===== config.mk =====
export PLATFORM = sky130hd
export DESIGN_NAME = lru_page_replacement
export DESIGN_NICKNAME = d
export VERILOG_FILES = /design/src/rtl/lrupr_pkg.sv /design/src/rtl/lrupr_front.sv /design/src/rtl/lrupr_back.sv /design/src/rtl/lru_page_replacement.sv
export SDC_FILE = /design/constraint.sdc
export NUM_CORES = 1
export LEC_CHECK = 0
export BUFFER_PORTS_ARGS = -buffer_cell sky130_fd_sc_hd__buf_2
export CAP_MARGIN = 30
export CORE_ASPECT_RATIO = 0.75
export CORE_MARGIN = 2
export CORE_UTILIZATION = 30
export DETAILED_ROUTE_END_ITERATION = 10
export GPL_TIMING_DRIVEN = 0
export PLACE_DENSITY = 0.55
export REMOVE_ABC_BUFFERS = 1
export SLEW_MARGIN = 10
export SYNTH_ARGS = -nofsm -noshare
export SYNTH_HDL_FRONTEND = slang
export SYNTH_SLANG_ARGS = --single-unit
export TNS_END_PERCENT = 10

===== constraint.sdc =====
create_clock -name i_clk -period 5.1 [get_ports i_clk]
set_input_delay 1.02 -clock i_clk [delete_from_list [all_inputs] [get_ports i_clk]]
set_output_delay 1.02 -clock i_clk [all_outputs]
set_load 0.03 [all_outputs]

===== src/rtl/lrupr_pkg.sv =====
package lrupr_pkg;

    // Default sizes of the frame set and of a page number.
    localparam int FRAME_COUNT_DEF = 8;
    localparam int PAGE_BITS_DEF   = 20;

    // Fixed field widths of the register and result ports.
    localparam int CFG_BITS         = 4;
    localparam int FRAME_INDEX_BITS = 3;
    localparam int FAULT_BITS       = 32;
    localparam int APB_DATA_BITS    = 32;
    localparam int APB_ADDR_BITS    = 3;

    localparam logic [CFG_BITS-1:0]   FRAMES_IN_USE_RESET = 4'd8;
    localparam logic [FAULT_BITS-1:0] FAULT_MAX           = '1;

    // Register index, taken from the word address bit of paddr.
    typedef enum logic {
        REG_FRAMES_IN_USE = 1'b0
    } t_reg_index;

    // Sequencer of the replacement engine.
    typedef enum logic [1:0] {
        S_IDLE,
        S_LOOK,
        S_UPDATE
    } t_back_state;

endpackage


===== src/rtl/lrupr_front.sv =====
module lrupr_front
    import lrupr_pkg::*;
#(
    parameter int PAGE_BITS = PAGE_BITS_DEF
) (
    input  logic                 i_clk,
    input  logic                 i_rst_n,
    input  logic                 i_push,
    input  logic [PAGE_BITS-1:0] i_page,
    output logic                 o_full,
    input  logic                 i_pop,
    output logic                 o_empty,
    output logic [PAGE_BITS-1:0] o_page
);

    // Two-entry queue that decouples request acceptance from the engine.
    logic [PAGE_BITS-1:0] r_mem [2];
    logic                 r_wr_ptr;
    logic                 r_rd_ptr;
    logic [1:0]           r_count;
    logic                 wr_en;
    logic                 rd_en;

    assign o_full  = (r_count == 2'd2);
    assign o_empty = (r_count == 2'd0);
    assign o_page  = r_mem[r_rd_ptr];
    assign wr_en   = i_push && !o_full;
    assign rd_en   = i_pop && !o_empty;

    always_ff @(posedge i_clk) begin
        if (!i_rst_n) begin
            r_wr_ptr <= 1'b0;
            r_rd_ptr <= 1'b0;
            r_count  <= 2'd0;
        end else begin
            if (wr_en) begin
                r_wr_ptr <= !r_wr_ptr;
            end
            if (rd_en) begin
                r_rd_ptr <= !r_rd_ptr;
            end
            case ({wr_en, rd_en})
                2'b10:   r_count <= r_count + 2'd1;
                2'b01:   r_count <= r_count - 2'd1;
                default: r_count <= r_count;
            endcase
        end
    end

    always_ff @(posedge i_clk) begin
        if (wr_en) begin
            r_mem[r_wr_ptr] <= i_page;
        end
    end

endmodule


===== src/rtl/lrupr_back.sv =====
module lrupr_back
    import lrupr_pkg::*;
#(
    parameter int FRAME_COUNT = FRAME_COUNT_DEF,
    parameter int PAGE_BITS   = PAGE_BITS_DEF,
    parameter int CW          = $clog2(FRAME_COUNT + 1)
) (
    input  logic                        i_clk,
    input  logic                        i_rst_n,
    input  logic [CW-1:0]               i_count,
    input  logic                        i_q_empty,
    input  logic [PAGE_BITS-1:0]        i_q_page,
    output logic                        o_q_pop,
    input  logic                        i_pop,
    output logic                        o_empty,
    output logic                        o_hit,
    output logic [FRAME_INDEX_BITS-1:0] o_frame_index,
    output logic                        o_evicted_valid,
    output logic [PAGE_BITS-1:0]        o_evicted_page,
    output logic [FAULT_BITS-1:0]       o_fault_count
);

    localparam int IW = (FRAME_COUNT > 1) ? $clog2(FRAME_COUNT) : 1;
    localparam logic [IW-1:0] RANK_MAX = IW'(FRAME_COUNT - 1);

    t_back_state r_state, n_state;

    logic [PAGE_BITS-1:0]  r_page;
    logic [PAGE_BITS-1:0]  r_frame_page [FRAME_COUNT];
    logic [FRAME_COUNT-1:0] r_valid, n_valid;
    logic [IW-1:0]         r_rank [FRAME_COUNT];
    logic [IW-1:0]         n_rank [FRAME_COUNT];
    logic [FAULT_BITS-1:0] r_fault, n_fault;

    // Decision taken in the lookup cycle.
    logic                 r_hit;
    logic                 r_evict;
    logic [IW-1:0]        r_sel;
    logic [PAGE_BITS-1:0] r_old_page;

    logic                 r_out_valid;
    logic                 r_out_hit;
    logic [IW-1:0]        r_out_frame;
    logic                 r_out_evict;
    logic [PAGE_BITS-1:0] r_out_page;
    logic [FAULT_BITS-1:0] r_out_fault;

    logic [FRAME_COUNT-1:0] in_use;
    logic                   look_hit;
    logic [IW-1:0]          hit_idx;
    logic                   look_empty;
    logic [IW-1:0]          empty_idx;
    logic [IW-1:0]          victim_idx;
    logic [FRAME_COUNT-1:0] is_max;
    logic [IW-1:0]          look_sel;
    logic                   commit;
    logic                   out_free;
    logic [IW+2:0]          frame_ext;

    assign out_free = !r_out_valid || i_pop;

    always_comb begin
        for (int i = 0; i < FRAME_COUNT; i++) begin
            in_use[i] = (CW'(i) < i_count);
        end
    end

    // Next state of the sequencer.
    always_comb begin
        n_state = r_state;
        unique case (r_state)
            S_IDLE: begin
                if (!i_q_empty) begin
                    n_state = S_LOOK;
                end
            end
            S_LOOK: begin
                n_state = S_UPDATE;
            end
            S_UPDATE: begin
                if (out_free) begin
                    n_state = i_q_empty ? S_IDLE : S_LOOK;
                end
            end
            default: n_state = S_IDLE;
        endcase
    end

    // Sequencer outputs.
    always_comb begin
        commit  = 1'b0;
        o_q_pop = 1'b0;
        unique case (r_state)
            S_IDLE: begin
                o_q_pop = !i_q_empty;
            end
            S_LOOK: begin
                o_q_pop = 1'b0;
            end
            S_UPDATE: begin
                commit  = out_free;
                o_q_pop = out_free && !i_q_empty;
            end
            default: begin
                commit  = 1'b0;
                o_q_pop = 1'b0;
            end
        endcase
    end

    // Lookup: tag match, first empty frame and least recently used frame.
    always_comb begin
        look_hit   = 1'b0;
        hit_idx    = '0;
        look_empty = 1'b0;
        empty_idx  = '0;
        victim_idx = '0;
        for (int i = FRAME_COUNT - 1; i >= 0; i--) begin
            if (r_valid[i] && in_use[i] && (r_frame_page[i] == r_page)) begin
                look_hit = 1'b1;
                hit_idx  = IW'(i);
            end
            if (in_use[i] && !r_valid[i]) begin
                look_empty = 1'b1;
                empty_idx  = IW'(i);
            end
        end
        for (int i = 0; i < FRAME_COUNT; i++) begin
            is_max[i] = in_use[i];
            for (int j = 0; j < FRAME_COUNT; j++) begin
                if (in_use[j] && (r_rank[j] > r_rank[i])) begin
                    is_max[i] = 1'b0;
                end
            end
        end
        for (int i = FRAME_COUNT - 1; i >= 0; i--) begin
            if (is_max[i]) begin
                victim_idx = IW'(i);
            end
        end
        if (look_hit) begin
            look_sel = hit_idx;
        end else if (look_empty) begin
            look_sel = empty_idx;
        end else begin
            look_sel = victim_idx;
        end
    end

    // Commit: recency update, frame fill and fault count.
    always_comb begin
        n_valid = r_valid & in_use;
        n_fault = r_fault;
        for (int i = 0; i < FRAME_COUNT; i++) begin
            n_rank[i] = r_rank[i];
        end
        if (commit) begin
            for (int i = 0; i < FRAME_COUNT; i++) begin
                if ((IW'(i) != r_sel) && r_valid[i]
                        && (!(r_hit || r_evict) || (r_rank[i] < r_rank[r_sel]))
                        && (r_rank[i] < RANK_MAX)) begin
                    n_rank[i] = r_rank[i] + IW'(1);
                end
            end
            n_rank[r_sel]  = '0;
            n_valid[r_sel] = 1'b1;
            if (!r_hit && (r_fault != FAULT_MAX)) begin
                n_fault = r_fault + FAULT_BITS'(1);
            end
        end
    end

    always_ff @(posedge i_clk) begin
        if (!i_rst_n) begin
            r_state     <= S_IDLE;
            r_valid     <= '0;
            r_fault     <= '0;
            r_out_valid <= 1'b0;
            for (int i = 0; i < FRAME_COUNT; i++) begin
                r_rank[i] <= '0;
            end
        end else begin
            r_state <= n_state;
            r_valid <= n_valid;
            r_fault <= n_fault;
            for (int i = 0; i < FRAME_COUNT; i++) begin
                r_rank[i] <= n_rank[i];
            end
            if (commit) begin
                r_out_valid <= 1'b1;
            end else if (i_pop) begin
                r_out_valid <= 1'b0;
            end
        end
    end

    always_ff @(posedge i_clk) begin
        if (o_q_pop) begin
            r_page <= i_q_page;
        end
        if (r_state == S_LOOK) begin
            r_hit      <= look_hit;
            r_evict    <= !look_hit && !look_empty;
            r_sel      <= look_sel;
            r_old_page <= r_frame_page[victim_idx];
        end
        if (commit) begin
            r_frame_page[r_sel] <= r_page;
            r_out_hit   <= r_hit;
            r_out_frame <= r_sel;
            r_out_evict <= r_evict;
            r_out_page  <= r_evict ? r_old_page : '0;
            r_out_fault <= n_fault;
        end
    end

    assign frame_ext       = {3'b000, r_out_frame};
    assign o_empty         = !r_out_valid;
    assign o_hit           = r_out_hit;
    assign o_frame_index   = frame_ext[FRAME_INDEX_BITS-1:0];
    assign o_evicted_valid = r_out_evict;
    assign o_evicted_page  = r_out_page;
    assign o_fault_count   = r_out_fault;

endmodule


===== src/rtl/lru_page_replacement.sv =====
// A reference passes through the queue, the engine's lookup step and its update step;
// the update waits while the previous result has not been popped.
// The queue takes new references while the engine works on an earlier one.
// Reset is synchronous and active low: all frames empty, ranks and fault count zero,
// frames_in_use back to 8. No clearing pass is needed; references are taken at once.
module lru_page_replacement
    import lrupr_pkg::*;
#(
    parameter int FRAME_COUNT = FRAME_COUNT_DEF,
    parameter int PAGE_BITS   = PAGE_BITS_DEF
) (
    input  logic                        i_clk,
    input  logic                        i_rst_n,
    // Reference queue side.
    input  logic                        push,
    output logic                        full,
    input  logic [PAGE_BITS-1:0]        i_page_number,
    // Result queue side.
    output logic                        empty,
    input  logic                        pop,
    output logic                        o_hit,
    output logic [FRAME_INDEX_BITS-1:0] o_frame_index,
    output logic                        o_evicted_valid,
    output logic [PAGE_BITS-1:0]        o_evicted_page,
    output logic [FAULT_BITS-1:0]       o_fault_count,
    // Register port.
    input  logic                        psel,
    input  logic                        penable,
    input  logic                        pwrite,
    input  logic [APB_ADDR_BITS-1:0]    paddr,
    input  logic [APB_DATA_BITS-1:0]    pwdata,
    output logic [APB_DATA_BITS-1:0]    prdata,
    output logic                        pready
);

    // Width of an effective frame count, which runs from 1 to FRAME_COUNT.
    localparam int CW   = $clog2(FRAME_COUNT + 1);
    localparam int CMPW = (CW > CFG_BITS) ? CW : CFG_BITS;

    logic [CFG_BITS-1:0]  r_frames_in_use;
    logic [CMPW-1:0]      cfg_ext;
    logic [CW-1:0]        eff_count;
    logic                 cfg_write;
    logic                 q_empty;
    logic                 q_pop;
    logic [PAGE_BITS-1:0] q_page;

    // The register port never stalls. A write lands in its access cycle; the
    // register sits at byte address zero and other addresses read as zero.
    assign pready    = 1'b1;
    assign cfg_write = psel && penable && pwrite;

    always_ff @(posedge i_clk) begin
        if (!i_rst_n) begin
            r_frames_in_use <= FRAMES_IN_USE_RESET;
        end else if (cfg_write && (paddr[1:0] == 2'b00)) begin
            unique case (paddr[2])
                REG_FRAMES_IN_USE: r_frames_in_use <= pwdata[CFG_BITS-1:0];
                default: r_frames_in_use <= r_frames_in_use;
            endcase
        end
    end

    always_comb begin
        prdata = '0;
        if (paddr[1:0] == 2'b00) begin
            unique case (paddr[2])
                REG_FRAMES_IN_USE: prdata = APB_DATA_BITS'(r_frames_in_use);
                default: prdata = '0;
            endcase
        end
    end

    // A written count of zero behaves as one frame, and a count above the
    // frame array behaves as the whole array. The engine drops the valid bit
    // of every frame outside this count in the cycle after a write, so a
    // shrunk frame set comes back empty when it grows again.
    always_comb begin
        cfg_ext = CMPW'(r_frames_in_use);
        if (cfg_ext == '0) begin
            eff_count = CW'(1);
        end else if (cfg_ext > CMPW'(FRAME_COUNT)) begin
            eff_count = CW'(FRAME_COUNT);
        end else begin
            eff_count = CW'(cfg_ext);
        end
    end

    // Front: a short queue holds references while the engine is busy, so the
    // requester sees full only when two references are already waiting.
    lrupr_front #(
        .PAGE_BITS (PAGE_BITS)
    ) u_front (
        .i_clk   (i_clk),
        .i_rst_n (i_rst_n),
        .i_push  (push),
        .i_page  (i_page_number),
        .o_full  (full),
        .i_pop   (q_pop),
        .o_empty (q_empty),
        .o_page  (q_page)
    );

    // Back: the replacement engine looks up a reference in its lookup state (tag
    // compare, first empty frame, least recently used frame) and commits it
    // in its update state once its output register is free. A finished result waits
    // there while the next reference is already being looked up.
    lrupr_back #(
        .FRAME_COUNT (FRAME_COUNT),
        .PAGE_BITS   (PAGE_BITS),
        .CW          (CW)
    ) u_back (
        .i_clk           (i_clk),
        .i_rst_n         (i_rst_n),
        .i_count         (eff_count),
        .i_q_empty       (q_empty),
        .i_q_page        (q_page),
        .o_q_pop         (q_pop),
        .i_pop           (pop),
        .o_empty         (empty),
        .o_hit           (o_hit),
        .o_frame_index   (o_frame_index),
        .o_evicted_valid (o_evicted_valid),
        .o_evicted_page  (o_evicted_page),
        .o_fault_count   (o_fault_count)
    );

endmodule

=== Word level (Yosys, flattened, before mapping) ===
Memories as Yosys holds them, arrays and structs flattened. A register that Yosys moved wholly into a read port is not among the register bits.
Cells that the tools add are included.
W data, S select, Z words.

* Memories: 3
* Output and inout port bits: 92
* Bits in writable memories: 224
* Register bits after elaboration: 113
* Logic and storage cells: 476
* Input bits: 62

{| class="wikitable"
|+ Memories
! name !! words !! width !! read ports !! clocked after Yosys merged registers in !! wr ports !! RTL line !! text
|-
| u_back.r_frame_page || 8 || 20 || 9 || 1 || 1 || lrupr_back.sv:29 || <nowiki>logic [PAGE_BITS-1:0] r_frame_page [FRAME_COUNT];</nowiki>
|-
| u_front.r_mem || 2 || 20 || 1 || 1 || 1 || lrupr_front.sv:17 || <nowiki>logic [PAGE_BITS-1:0] r_mem [2];</nowiki>
|-
| u_back.r_rank || 8 || 3 || 9 || 1 || 8 || lrupr_back.sv:31 || <nowiki>logic [IW-1:0] r_rank [FRAME_COUNT];</nowiki>
|}

* Reduce and logical (&&, ||, !) cells: 158
* Equal/unequal tests: 23
* Order comparisons: 93
* Bitwise operators: 14
* Add/subtract/negate cells: 11
* Mux-type cells: 158

{| class="wikitable"
|+ Operators with widths
! kind !! count
|-
| $gt A3 B3 Y1 || 64
|-
| $eq A20 B20 Y1 || 8
|-
| $mux W3 || 52
|-
| $logic_and A1 B1 Y1 || 122
|-
| $mux W1 || 91
|-
| $mux W32 || 2
|-
| $add A32 B1 Y32 const B || 1
|-
| $ne A32 B32 Y1 const B || 1
|-
| $add A3 B1 Y3 const B || 8
|-
| $and A24 B24 Y24 || 1
|-
| $lt A3 B3 Y1 || 8
|-
| $lt A3 B3 Y1 const B || 8
|-
| $mux W24 || 1
|-
| $not A24 Y24 || 1
|-
| $logic_not A1 Y1 || 17
|-
| $lt A3 B4 Y1 const A || 4
|-
| $mux W4 || 4
|-
| $ne A3 B3 Y1 const A || 4
|-
| $logic_or A1 B1 Y1 || 10
|-
| $demux W3 S3 || 1
|-
| $and A8 B8 Y8 || 1
|-
| $lt A1 B4 Y1 const A || 2
|-
| $lt A2 B4 Y1 const A || 2
|-
| $mux W8 || 1
|-
| 27 further kinds || 43
|}

=== Longest topological paths before layout ===
Gate-level depths: netlist of the first run.

* Word-level depth: 24
* Gate-level depth with buffers: 13
* Gate-level depth less buffers: 11

=== Hierarchy ===
A second synthesis of the first run with hierarchy kept.

* Cell total of the unflattened synthesis: 1658
* Area total of the unflattened synthesis: 20056.7 um^2

{| class="wikitable"
|+ By module, submodules not included
! module !! sequential area each (um^2) !! area an instance (um^2) !! cells each !! times used
|-
| lrupr_back || 9268.9 || 17917.2 || 1509 || 1
|-
| lrupr_front || 1301.2 || 1672.9 || 88 || 1
|-
| lru_page_replacement || 80.1 || 466.7 || 61 || 1
|}

=== Least setup slack after synthesis of the first run ===
No wires, ideal clock.

* Kind: input port to flip-flop
* Start point: input pop
* End point: memory u_back.r_frame_page[2][0] (netlist bit) (enable)
* Buffers on the path: 2
* Cell stages on the path: 7
* Required time: 4.725 ns
* Setup slack: 0.592 ns
* Data arrival time: 4.133 ns
* Setup time: 0.375 ns
* Cell sequence: nand2b_1 nand2b_1 inv_1 clkbuf_1 clkbuf_1 nand2_1 inv_1

* Word-level cells in the longest chain between the ends: 4

{| class="wikitable"
|+ Ends and longest elaborated chain
! element !! RTL line !! text
|-
| start, declared || lru_page_replacement.sv:20 || <nowiki>input logic pop,</nowiki>
|-
| $logic_or A1 B1 Y1 || lrupr_back.sv:60 || <nowiki>assign out_free = !r_out_valid || i_pop;</nowiki>
|-
| $mux W1 || lrupr_back.sv:93 || <nowiki>unique case (r_state)</nowiki>
|-
| named net u_back.commit || lrupr_back.sv:56 || <nowiki>logic commit;</nowiki>
|-
| $mux W1 || lrupr_back.sv:207 || <nowiki>if (commit) begin</nowiki>
|-
| $mux W1 (implied by the code) || lrupr_back.sv:208 || <nowiki>r_frame_page[r_sel] <= r_page;</nowiki>
|-
| end, declared || lrupr_back.sv:29 ||
|}

The timed path passes the listed nets, and every way through them passes these cells.

==> results of run 1 <==
==> path summary, 6_finish.rpt <==
check	startpoint	end	slack, ns	cells after the start
max reg2reg	u_back.r_rank[2][2]	u_back.r_old_page[18]	0.26	12
min reg2reg	u_front.r_count[1]	u_front.r_count[1]	0.52	2
max	u_back.r_rank[2][2]	u_back.r_old_page[18]	0.26	12
min	u_front.r_count[1]	u_front.r_count[1]	0.52	2
==> Yosys cell counts, types with 7 or more instances <==
master    instances  area share
a21boi_0          9      0.0035
a21oi_1          46       0.012
a31oi_1          12      0.0039
a32oi_1           8      0.0036
and2_1           64       0.021
and4_1            7      0.0032
buf_2            31      0.0080
buf_4            31       0.012
clkbuf_1         36      0.0070
dfxtp_1          78       0.081
edfxtp_1        302        0.47
ha_1            110       0.071
inv_1            48      0.0093
mux2_2           23       0.013
nand2_1          71       0.014
nand2b_1         17      0.0055
nand3_1          55       0.014
nand3b_1         14      0.0054
nand4_1          44       0.014
nor2_1          110       0.021
nor2b_1          13      0.0042
nor3_1           15      0.0039
nor4_1           22      0.0071
o21a_1           10      0.0039
o21ai_0          37      0.0096
o221ai_1         21      0.0095
o22a_1           20      0.0090
o22ai_1          26      0.0084
o31ai_1          20      0.0077
or2_2             7      0.0023
or4_1            23      0.0089
xnor2_1         125       0.056
xor2_1           85       0.038
==> through the flow <==
| stage | instance area, um2 | power (mW) | setup slack (ns) | hold slack [ns] | cells |
|---|---|---|---|---|---|
| after floorplan | 19000 | 5.03 | 1.09 | 0.472 | 1547 |
| after global placement | 20500 | 5.52 | -1.48 | 0.486 | 2504 |
| after detailed placement | 20900 | 5.60 | 0.363 | 0.508 | 2526 |
| after CTS | 22200 | 8.57 | 0.322 | 0.518 | 2596 |
| after global routing | 22200 | 8.85 | 0.124 | 0.544 | 2597 |
| final | 22200 | 8.50 | 0.257 | 0.516 | 2597 |
==> sequential cells by signal (all words and copies together) (netlist names), 8 cells and up, named ones only <==
register and cells:
u_back.o_evicted_page 20, u_back.o_fault_count 32, u_back.r_fault 32, u_back.r_frame_page 160
u_back.r_old_page 20, u_back.r_page 20, u_back.r_rank 24, u_back.r_valid 8
u_front.r_mem 40
==> layout make-up <==
| class | count | area share |
|---|---|---|
| clock inverters | 21 | 0.0124 |
| inverters | 48 | 0.00822 |
| well taps | 861 | 0.0485 |
| repair buffers | 119 | 0.0392 |
| multi-input cells | 1119 | 0.368 |
| flip-flops and latches | 380 | 0.478 |
| clock buffers | 49 | 0.0456 |
==> critical path, delay by kind of cell, from the launching register on <==
family          cells  cell delay, ns
compound gates      5            2.03
simple gates        4            1.11
flops               1            0.60
buf+inv             2            0.46
fa+ha+maj           1            0.36
==> where the power goes <==
part	switching (mW)	internal, mW	total [mW]
Clock	1.19	1.76	2.95
Sequential	0.550	3.81	4.36
Combinational	0.662	0.524	1.19
Total	2.40	6.10	8.50
==> kinds of logic (layout without fill, tap and decap cells) <==
| logic type | Yosys count | count (layout) | share of synthesized area |
|---|---|---|---|
| compound gates | 251 | 251 | 0.0915 |
| xor+xnor | 210 | 210 | 0.0949 |
| fa+ha+maj | 110 | 110 | 0.0710 |
| buf+inv | 147 | 237 | 0.0369 |
| flops | 380 | 380 | 0.548 |
| mux | 35 | 35 | 0.0234 |
| other cells | 2 | 29 | 0.000387 |
| simple gates | 484 | 484 | 0.134 |
==> routing by layer <==
| layer | GRT usage | wire length, um | part of all wire |
|---|---|---|---|
| met1 | 0.235 | 25800 | 0.50 |
| met3 | 0.0355 | 4280 | 0.082 |
| met4 | 0.0275 | 693 | 0.013 |
| met2 | 0.217 | 21200 | 0.41 |
| met5 | 0 | 0 | 0 |
==> impl_results.md, run 1 <==
- Initial drt markers: ~1200
- Clock transition at path regs: 0.06 ns
- Max cap viols: 0
- First-pass GRT wire length: around 80000 um
- Most frequent cells in the layout: edfxtp_1, xnor2_1, ha_1
- Vias per cell: 5.07
- # IOs: ~150
- Vias: approximately 13000
- Die width: 298 um
- Distinct cells, synth: 70
- Initial antenna violation count: 0
- Most used DFF post-synth: edfxtp_1
- Multi-input gate area: approximately 0.0082 mm2
- Core ar.: ~0.064 mm2
- # diodes: 0
- CP Capture Type: flop
- CTS sink cnt: 380
- Pwr/cell area: roughly 380 mW/mm2
- Fin crit period: approximately 4.8 ns
- Final hold vios: 0
- Syn_area_per_cell: between 10 and 15 um2
- PostCTS Resize Cnt: 0
- Root buffer cell: clkbuf_16
- Total grt overflow: 0
- Sequential share of the synthesized area: 0.548
- CTS max path bufs: 3
- Register bit total from synthesis: 380
- Largest net degree at the start of global routing: 47
- Crit path kind: flop to flop
- Initial DRT Pass Iterations: 7
- Arrival time worst endpoint: just over 5 ns
- CP max stage cell: a211oi_4
- Clk Latency, worst-skew pair: around 0.53 ns
- Period utilization: 0.950
- Post-synth EDFFs: 302
- GRT Util Overall: 0.153
- Cts bufs inserted: 39
- HPWL Detailed: approximately 38000 um
- Async set-reset flop share out of synthesis: 0
- WL final: a little over 50000 um
- Drt drc: 0
- Die ar.: 0.0667 mm2
- Storage cell area: 0.0106 mm2
- Level count of the clock H-tree: 2
- Fillers: around 6300
- Max-slew violations: 0
- Initial core utilization: 0.304
- Commonest non-fill, non-tap cell in the layout: edfxtp_1
- Routed Antenna Nets: 0
- TritonCTS clock tree: done
- WP data required: about 5.3 ns
- Port Buffers: between 90 and 100
- Fraction of layout instances using a drive strength above 1: 0.130
- Fmax: slightly above 200 MHz
- Row Count: 80
- Most used cell, CP: nor2_1
- Post-CTS setup buffers: 0
- Synth warn: 0
- Outcome: complete, no violations
- Setup TNS: 0 ns
- Synthesized netlist cell count: 1619
- Vias in the first global route: around 13000
- CTS Hold Bufs: 0
- Layout Utilization: 0.349
- Wire per inst: around 20 um
- Area delta synth->final: 14.7%
- Final setup fails: 0
- Crit-path cells: inv_1 -> ha_1 -> a21oi_1 -> nand2_1 -> a221o_1 -> a2111oi_4 -> nor2_1 -> a211oi_4 -> nor2_1 -> buf_6 -> or4_1 -> o31ai_1
- Crit-path max cell delay: roughly 0.67 ns
- Max_slew headroom: 0.299
- Die height: about 220 um
- Worst-Margin Slew: between 1 and 1.5 ns
- Pleak: approximately 7.9 nW
- Worst vdd rail ir drop: about 0.24 mV
- Placer Congestion: about 0.86
- Setup repair after global routing missed its margin: no
- Nets: 1879
- Mapped cell area: about 0.019 mm2
- Critical path peak fanout: 13
- Hold Crit Class: flop to flop
- CP startpoint kind: flop
- Layout Skew: between 0.015 and 0.02 ns
Power figures use the tool's default switching activity.
==> inputs of run 2 (changes only) <==
CORE_UTILIZATION = 35   (was 30)
PLACE_DENSITY = 0.6   (was 0.55)
==> run 2 against run 1 <==
The run now ends with DRC left; die area shrank 14%; routed wire length is 2.4% lower; worst setup slack improved by 0.067 ns; flip-flop and latch count is the same; via count rose by 0.14%; core utilization is 5.4 points higher; cell count down 5.3%; global-route usage is 2.2 points higher; clock power shrank 6%; combinational power about the same; first-iteration DRC count rose by 18%; largest power group unchanged.
==> impl_results.md, run 2 (same netlist as run 1, synthesis figures left out) <==
- Row Count: 74 (-7.5%)
- Post-CTS setup buffers: 0 (unchanged)
- Met1 Track Usage GR: 0.269 (+0.0338)
- Worst vdd rail ir drop: 0.250 mV (+5.5%)
- Max_slew headroom: 0.300 (+0.00118)
- Initial DRT Pass Iterations: 9 (+2)
- Reg2reg end: u_back.r_old_page[14]
- Met2 Usage GRT: 0.248 (+0.0305)
- Period utilization: 0.937 (-0.0131)
- Fraction of layout instances using a drive strength above 1: 0.131 (+0.00165)
- DP Area: 0.0208 mm2 (-0.72%)
- Largest register by flop count: u_back.r_frame_page
- Root buffer cell: clkbuf_16
- Wire per inst: 20.6 um (+3.1%)
- Fillers: 5110 (-18%)
- CP Capture Type: flop
- CTS sink cnt: 380 (unchanged)
- Die height: 208 um (-7.3%)
- Multi-input gate area: 0.00818 mm2 (unchanged)
- Initial drt markers: 1362 (+18%)
- Final hold vios: 0 (unchanged)
- Layout Utilization: 0.403 (+0.0539)
- Hold path depth: 2 (unchanged)
- Drt drc: 9 (+9)
- Die width: 276 um (-7.3%)
- Nets: 1880 (+0.053%)
- Biggest regs: u_back.r_frame_page x160, u_front.r_mem x40
- Largest register FFs: 160 (unchanged)
- # diodes: 0 (unchanged)
- First-pass GRT wire length: 77300 um (-2.0%)
- Total grt overflow: 0 (unchanged)
- Clock transition at path regs: 0.06 ns (about the same)
- # IOs: 154 (unchanged)
- Vias: 13200 (+0.14%)
- CTS Hold Bufs: 0 (unchanged)
- Vias in the first global route: 12900 (-0.26%)
- Setup repair after global routing missed its margin: no
- WP data required: 5.38 ns (+0.04 ns)
- Outcome: finished with violations
- Arrival time worst endpoint: 5.05 ns (-0.03 ns)
- Fmax: 209 MHz (+1.4%)
- Max-slew violations: 0 (unchanged)
- Pwr/cell area: 379 mW/mm2 (-0.96%)
- Fin crit period: 4.78 ns (-0.0668 ns)
- Placer Congestion: 0.902 (+4.9%)
- Routed Antenna Nets: 0 (unchanged)
- Largest net degree at the start of global routing: 50 (+6.4%)
- CP startpoint kind: flop
- HPWL Detailed: 36900 um (-3.4%)
- Final setup fails: 0 (unchanged)
- Critical path peak fanout: 13 (unchanged)
- Storage cell area: 0.0106 mm2 (unchanged)
- Gr busiest metal: met1
- PnR worst setup slack: 0.323 ns (+0.0668 ns)
- WL final: 50800 um (-2.4%)
- Hold worst-path end: u_front.r_count[1]
- Commonest non-fill, non-tap cell in the layout: edfxtp_1
- Port Buffers: 96 (unchanged)
- Setup WS pre-CTS: 0.440 ns (+0.0774 ns)
- Crit path kind: flop to flop
- Vias per cell: 5.36 (+5.8%)
- Met3 GRT Util: 0.0404 (+0.00487)
- Clk Latency, worst-skew pair: 0.55 ns (+0.02 ns)
- Layout Skew: 0.0124 ns (-0.00635 ns)
- Hold Crit Class: flop to flop
- Most frequent cells in the layout: edfxtp_1, xnor2_1, ha_1
- Level count of the clock H-tree: 2 (unchanged)
- Core ar.: 0.0546 mm2 (-14%)
- Cts bufs inserted: 39 (unchanged)
- Pleak: 7.82 nW (-0.43%)
- Initial antenna violation count: 0 (unchanged)
- Hold Crit Start: u_front.r_count[1]
- R2r startpoint: u_back.r_rank[4][2]
- Design Area, Final: 0.0220 mm2 (-1.1%)
- FF-to-FF path depth: 11 (-1)
- Failing checks: DRC
- CTS max path bufs: 3 (unchanged)
- TritonCTS clock tree: done
- Max cap viols: 0 (unchanged)
- PostCTS Resize Cnt: 0 (unchanged)
- Worst-Margin Slew: 1.05 ns (+0.0275 ns)
- Flop-to-flop setup slack: 0.32 ns (+0.07 ns)
- GRT Util Overall: 0.175 (+0.0222)
- Area delta synth->final: 13.5%
- Die ar.: 0.0573 mm2 (-14%)
- Initial core utilization: 0.355 (+0.0508)
-- run 2: how the worst max path moves through the flow --
stage	slack [ns]	depth (start not counted)	endpoint	startpoint
floorplan	1.09	11	u_back.r_old_page[0]	u_back.r_rank[6][1]
global placement	-1.41	6	u_back.r_frame_page[6][7]	pop
detailed placement	0.44	12	u_back.r_old_page[11]	u_back.r_rank[6][1]
CTS	0.41	12	u_back.r_old_page[11]	u_back.r_rank[6][2]
global route	0.07	12	u_back.r_old_page[18]	u_back.r_rank[6][2]
finish	0.32	11	u_back.r_old_page[14]	u_back.r_rank[4][2]
-- run 2: per-stage QoR --
step                      power, mW  setup TNS, ns  instances  hold slack, ns
after global routing           8.67              0       2459           0.533
after CTS                      8.38              0       2458           0.519
after floorplan                5.03              0       1547           0.472
after detailed placement       5.60              0       2388           0.510
final                          8.32              0       2459           0.515
after global placement         5.51        -142.10       2365           0.486
-- run 2: power by group --
part	total, mW	internal, mW	switching, mW	leakage (nW)
Combinational	1.21	0.534	0.678	3.84
Clock	2.77	1.56	1.21	0.589
Sequential	4.34	3.81	0.530	3.39
-- run 2: cell type report --
class | count | share of cell area
multi-input cells | 1119 | 0.372
repair buffers | 120 | 0.0402
well taps | 722 | 0.0411
clock buffers | 43 | 0.0451
clock inverters | 27 | 0.0100
inverters | 48 | 0.00831
flip-flops and latches | 380 | 0.483
-- run 2: worst max-delay path: stages, from the launching register on --
cell and delay, ns:
dfxtp_1 0.76, ha_1 0.38, a21oi_1 0.25, nand2_1 0.10, a221o_1 0.37, a2111oi_4 0.50, nor2_1 0.13, a211oi_4 0.62
nor2_1 0.32, buf_6 0.24, or4_1 0.64, o31ai_1 0.19
-- run 2: routing by layer --
metal  routed length, um  vias to the layer above  part of all wire
met5                   0                        -                 0
met3                5040                       74             0.099
met2               21000                      537              0.41
met1               23800                     6430              0.47
li1                    -                     6139                 -
met4                 895                        0             0.018
==> inputs of run 3 (changes only) <==
CORE_UTILIZATION = 57   (was 35)
PLACE_DENSITY = 0.85   (was 0.6)
SLEW_MARGIN = unset   (was 10)
==> run 3 against run 2 <==
The run now ends clean; register-to-register slack got worse by 0.14 ns; combinational power down 3%; clock skew rose by 0.017 ns; core utilization grew 24 points; die area shrank 38%; count of clock-buffer cells in the layout grew 7; critical path type unchanged.
==> impl_results.md, run 3 (same netlist as run 1, synthesis figures left out) <==
- Initial drt markers: 1753 (+29%)
- Period utilization: 0.964 (+0.0273)
- Critical path peak fanout: 20 (+7)
- Placer Congestion: 0.952 (+5.5%)
- PnR worst setup slack: 0.184 ns (-0.139 ns)
- Root buffer cell: clkbuf_16
- Fillers: 2486 (-51%)
- Layout Utilization: 0.640 (+0.237)
- Max_slew headroom: 0.277 (-0.0234)
- GRT Util Overall: 0.267 (+0.0921)
- Row Count: 58 (-22%)
- Pwr/cell area: 378 mW/mm2 (-0.16%)
- Nets: 1869 (-0.59%)
- Placed Instances: 2106 (-12%)
- Arrival time worst endpoint: 5.14 ns (+0.09 ns)
- Initial DRT Pass Iterations: 6 (-3)
- Die ar.: 0.0355 mm2 (-38%)
- Setup TNS: 0 ns (unchanged)
- Routed Antenna Nets: 0 (unchanged)
- CP startpoint kind: flop
- Core ar.: 0.0335 mm2 (-39%)
- Worst-Margin Slew: 1.05 ns (+0.00493 ns)
- # diodes: 0 (unchanged)
- Setup repair after global routing missed its margin: no
- WP data required: 5.33 ns (-0.05 ns)
- Max-slew violations: 0 (unchanged)
- Port Buffers: 96 (unchanged)
- Level count of the clock H-tree: 2 (unchanged)
- Total power: 8.11 mW (-2.6%)
- Clock transition at path regs: 0.06 ns (about the same)
- Setup WS pre-CTS: 0.537 ns (+0.0964 ns)
- CTS sink cnt: 380 (unchanged)
- Wire per inst: 21.8 um (+5.8%)
- Total grt overflow: 0 (unchanged)
- Crit path kind: flop to flop
- Cell Count, Final, Fillers Out: 2173 (-12%)
- Initial antenna violation count: 1 (+1)
- # IOs: 154 (unchanged)
- CTS max path bufs: 3 (unchanged)
- Die width: 217 um (-21%)
- Fin crit period: 4.92 ns (+0.139 ns)
- Hold Crit Class: flop to flop
- Vias in the first global route: 13100 (+1.7%)
- Die height: 164 um (-21%)
- WHS: 0.517 ns (+0.00205 ns)
- Cts bufs inserted: 36 (-7.7%)
- Largest register FFs: 160 (unchanged)
- Worst vdd rail ir drop: 0.350 mV (+40%)
- Pleak: 7.73 nW (-1.1%)
- PostCTS Resize Cnt: 0 (unchanged)
- Largest register by flop count: u_back.r_frame_page
- Final setup fails: 0 (unchanged)
- Design Area, Final: 0.0215 mm2 (-2.5%)
- CTS Hold Bufs: 0 (unchanged)
- WL final: 47500 um (-6.5%)
- Layout Skew: 0.0298 ns (+0.0174 ns)
- TritonCTS clock tree: done
- Post-CTS setup buffers: 0 (unchanged)
- Vias: 13600 (+3.2%)
- Most frequent cells in the layout: edfxtp_1, xnor2_1, ha_1
- Area delta synth->final: 10.7%
- Fraction of layout instances using a drive strength above 1: 0.126 (-0.00532)
- Outcome: complete, no violations
- Biggest regs: u_back.r_frame_page x160, u_front.r_mem x40
- Fmax: 203 MHz (-2.8%)
- First-pass GRT wire length: 73100 um (-5.5%)
- DP Area: 0.0202 mm2 (-2.5%)
- Clk Latency, worst-skew pair: 0.55 ns (about the same)
- Final hold vios: 0 (unchanged)
- CP Capture Type: flop
- Max cap viols: 0 (unchanged)
- Commonest non-fill, non-tap cell in the layout: edfxtp_1
- Largest net degree at the start of global routing: 86 (+72%)
- Initial core utilization: 0.578 (+0.223)
- HPWL Detailed: 33200 um (-9.8%)
- Drt drc: 0 (-9)
- Vias per cell: 6.26 (+17%)
[run 3: where the power goes]
part | switching [mW] | internal (mW)
clock network | 1.16 | 1.43
logic | 0.656 | 0.514
registers | 0.530 | 3.81
total | 2.35 | 5.76
[run 3: layout make-up]
cell class                 instances  area [um2]  share of cell area
tap                              450         563              0.0262
inverter                          48         183             0.00852
sequential                       380       10600               0.496
clock inverter                    14        92.6             0.00432
timing repair buffer             112         777              0.0362
clock buffer                      50        1040              0.0483
multi-input combinational       1119        8170               0.381
[run 3: final timing paths]
check                      start               endpoint  slack (ns)  depth (start not counted)
min reg2reg   u_front.r_count[1]     u_front.r_count[1]        0.52                          2
max          u_back.r_rank[6][1]  u_back.r_old_page[19]        0.18                         12
max reg2reg  u_back.r_rank[6][1]  u_back.r_old_page[19]        0.18                         12
min           u_front.r_count[1]     u_front.r_count[1]        0.52                          2
[run 3: layer usage]
layer  GRT usage  vias up  part of all wire
li1            -     6119                 -
met1       0.376     6491              0.41
met2       0.399      867              0.43
met3      0.0763      119              0.13
met4      0.0943        0             0.030
met5           0        -                 0
[run 3: critical path, stage by stage, from the launching register on]
cell	delay, ns
dfxtp_1	0.52
inv_1	0.21
ha_1	0.33
and3b_1	0.20
o311a_1	0.33
a2111oi_0	0.53
nand4_1	0.22
a221oi_1	0.57
nand4_1	0.61
buf_8	0.37
o22ai_1	0.28
or4_1	0.28
o31ai_1	0.13
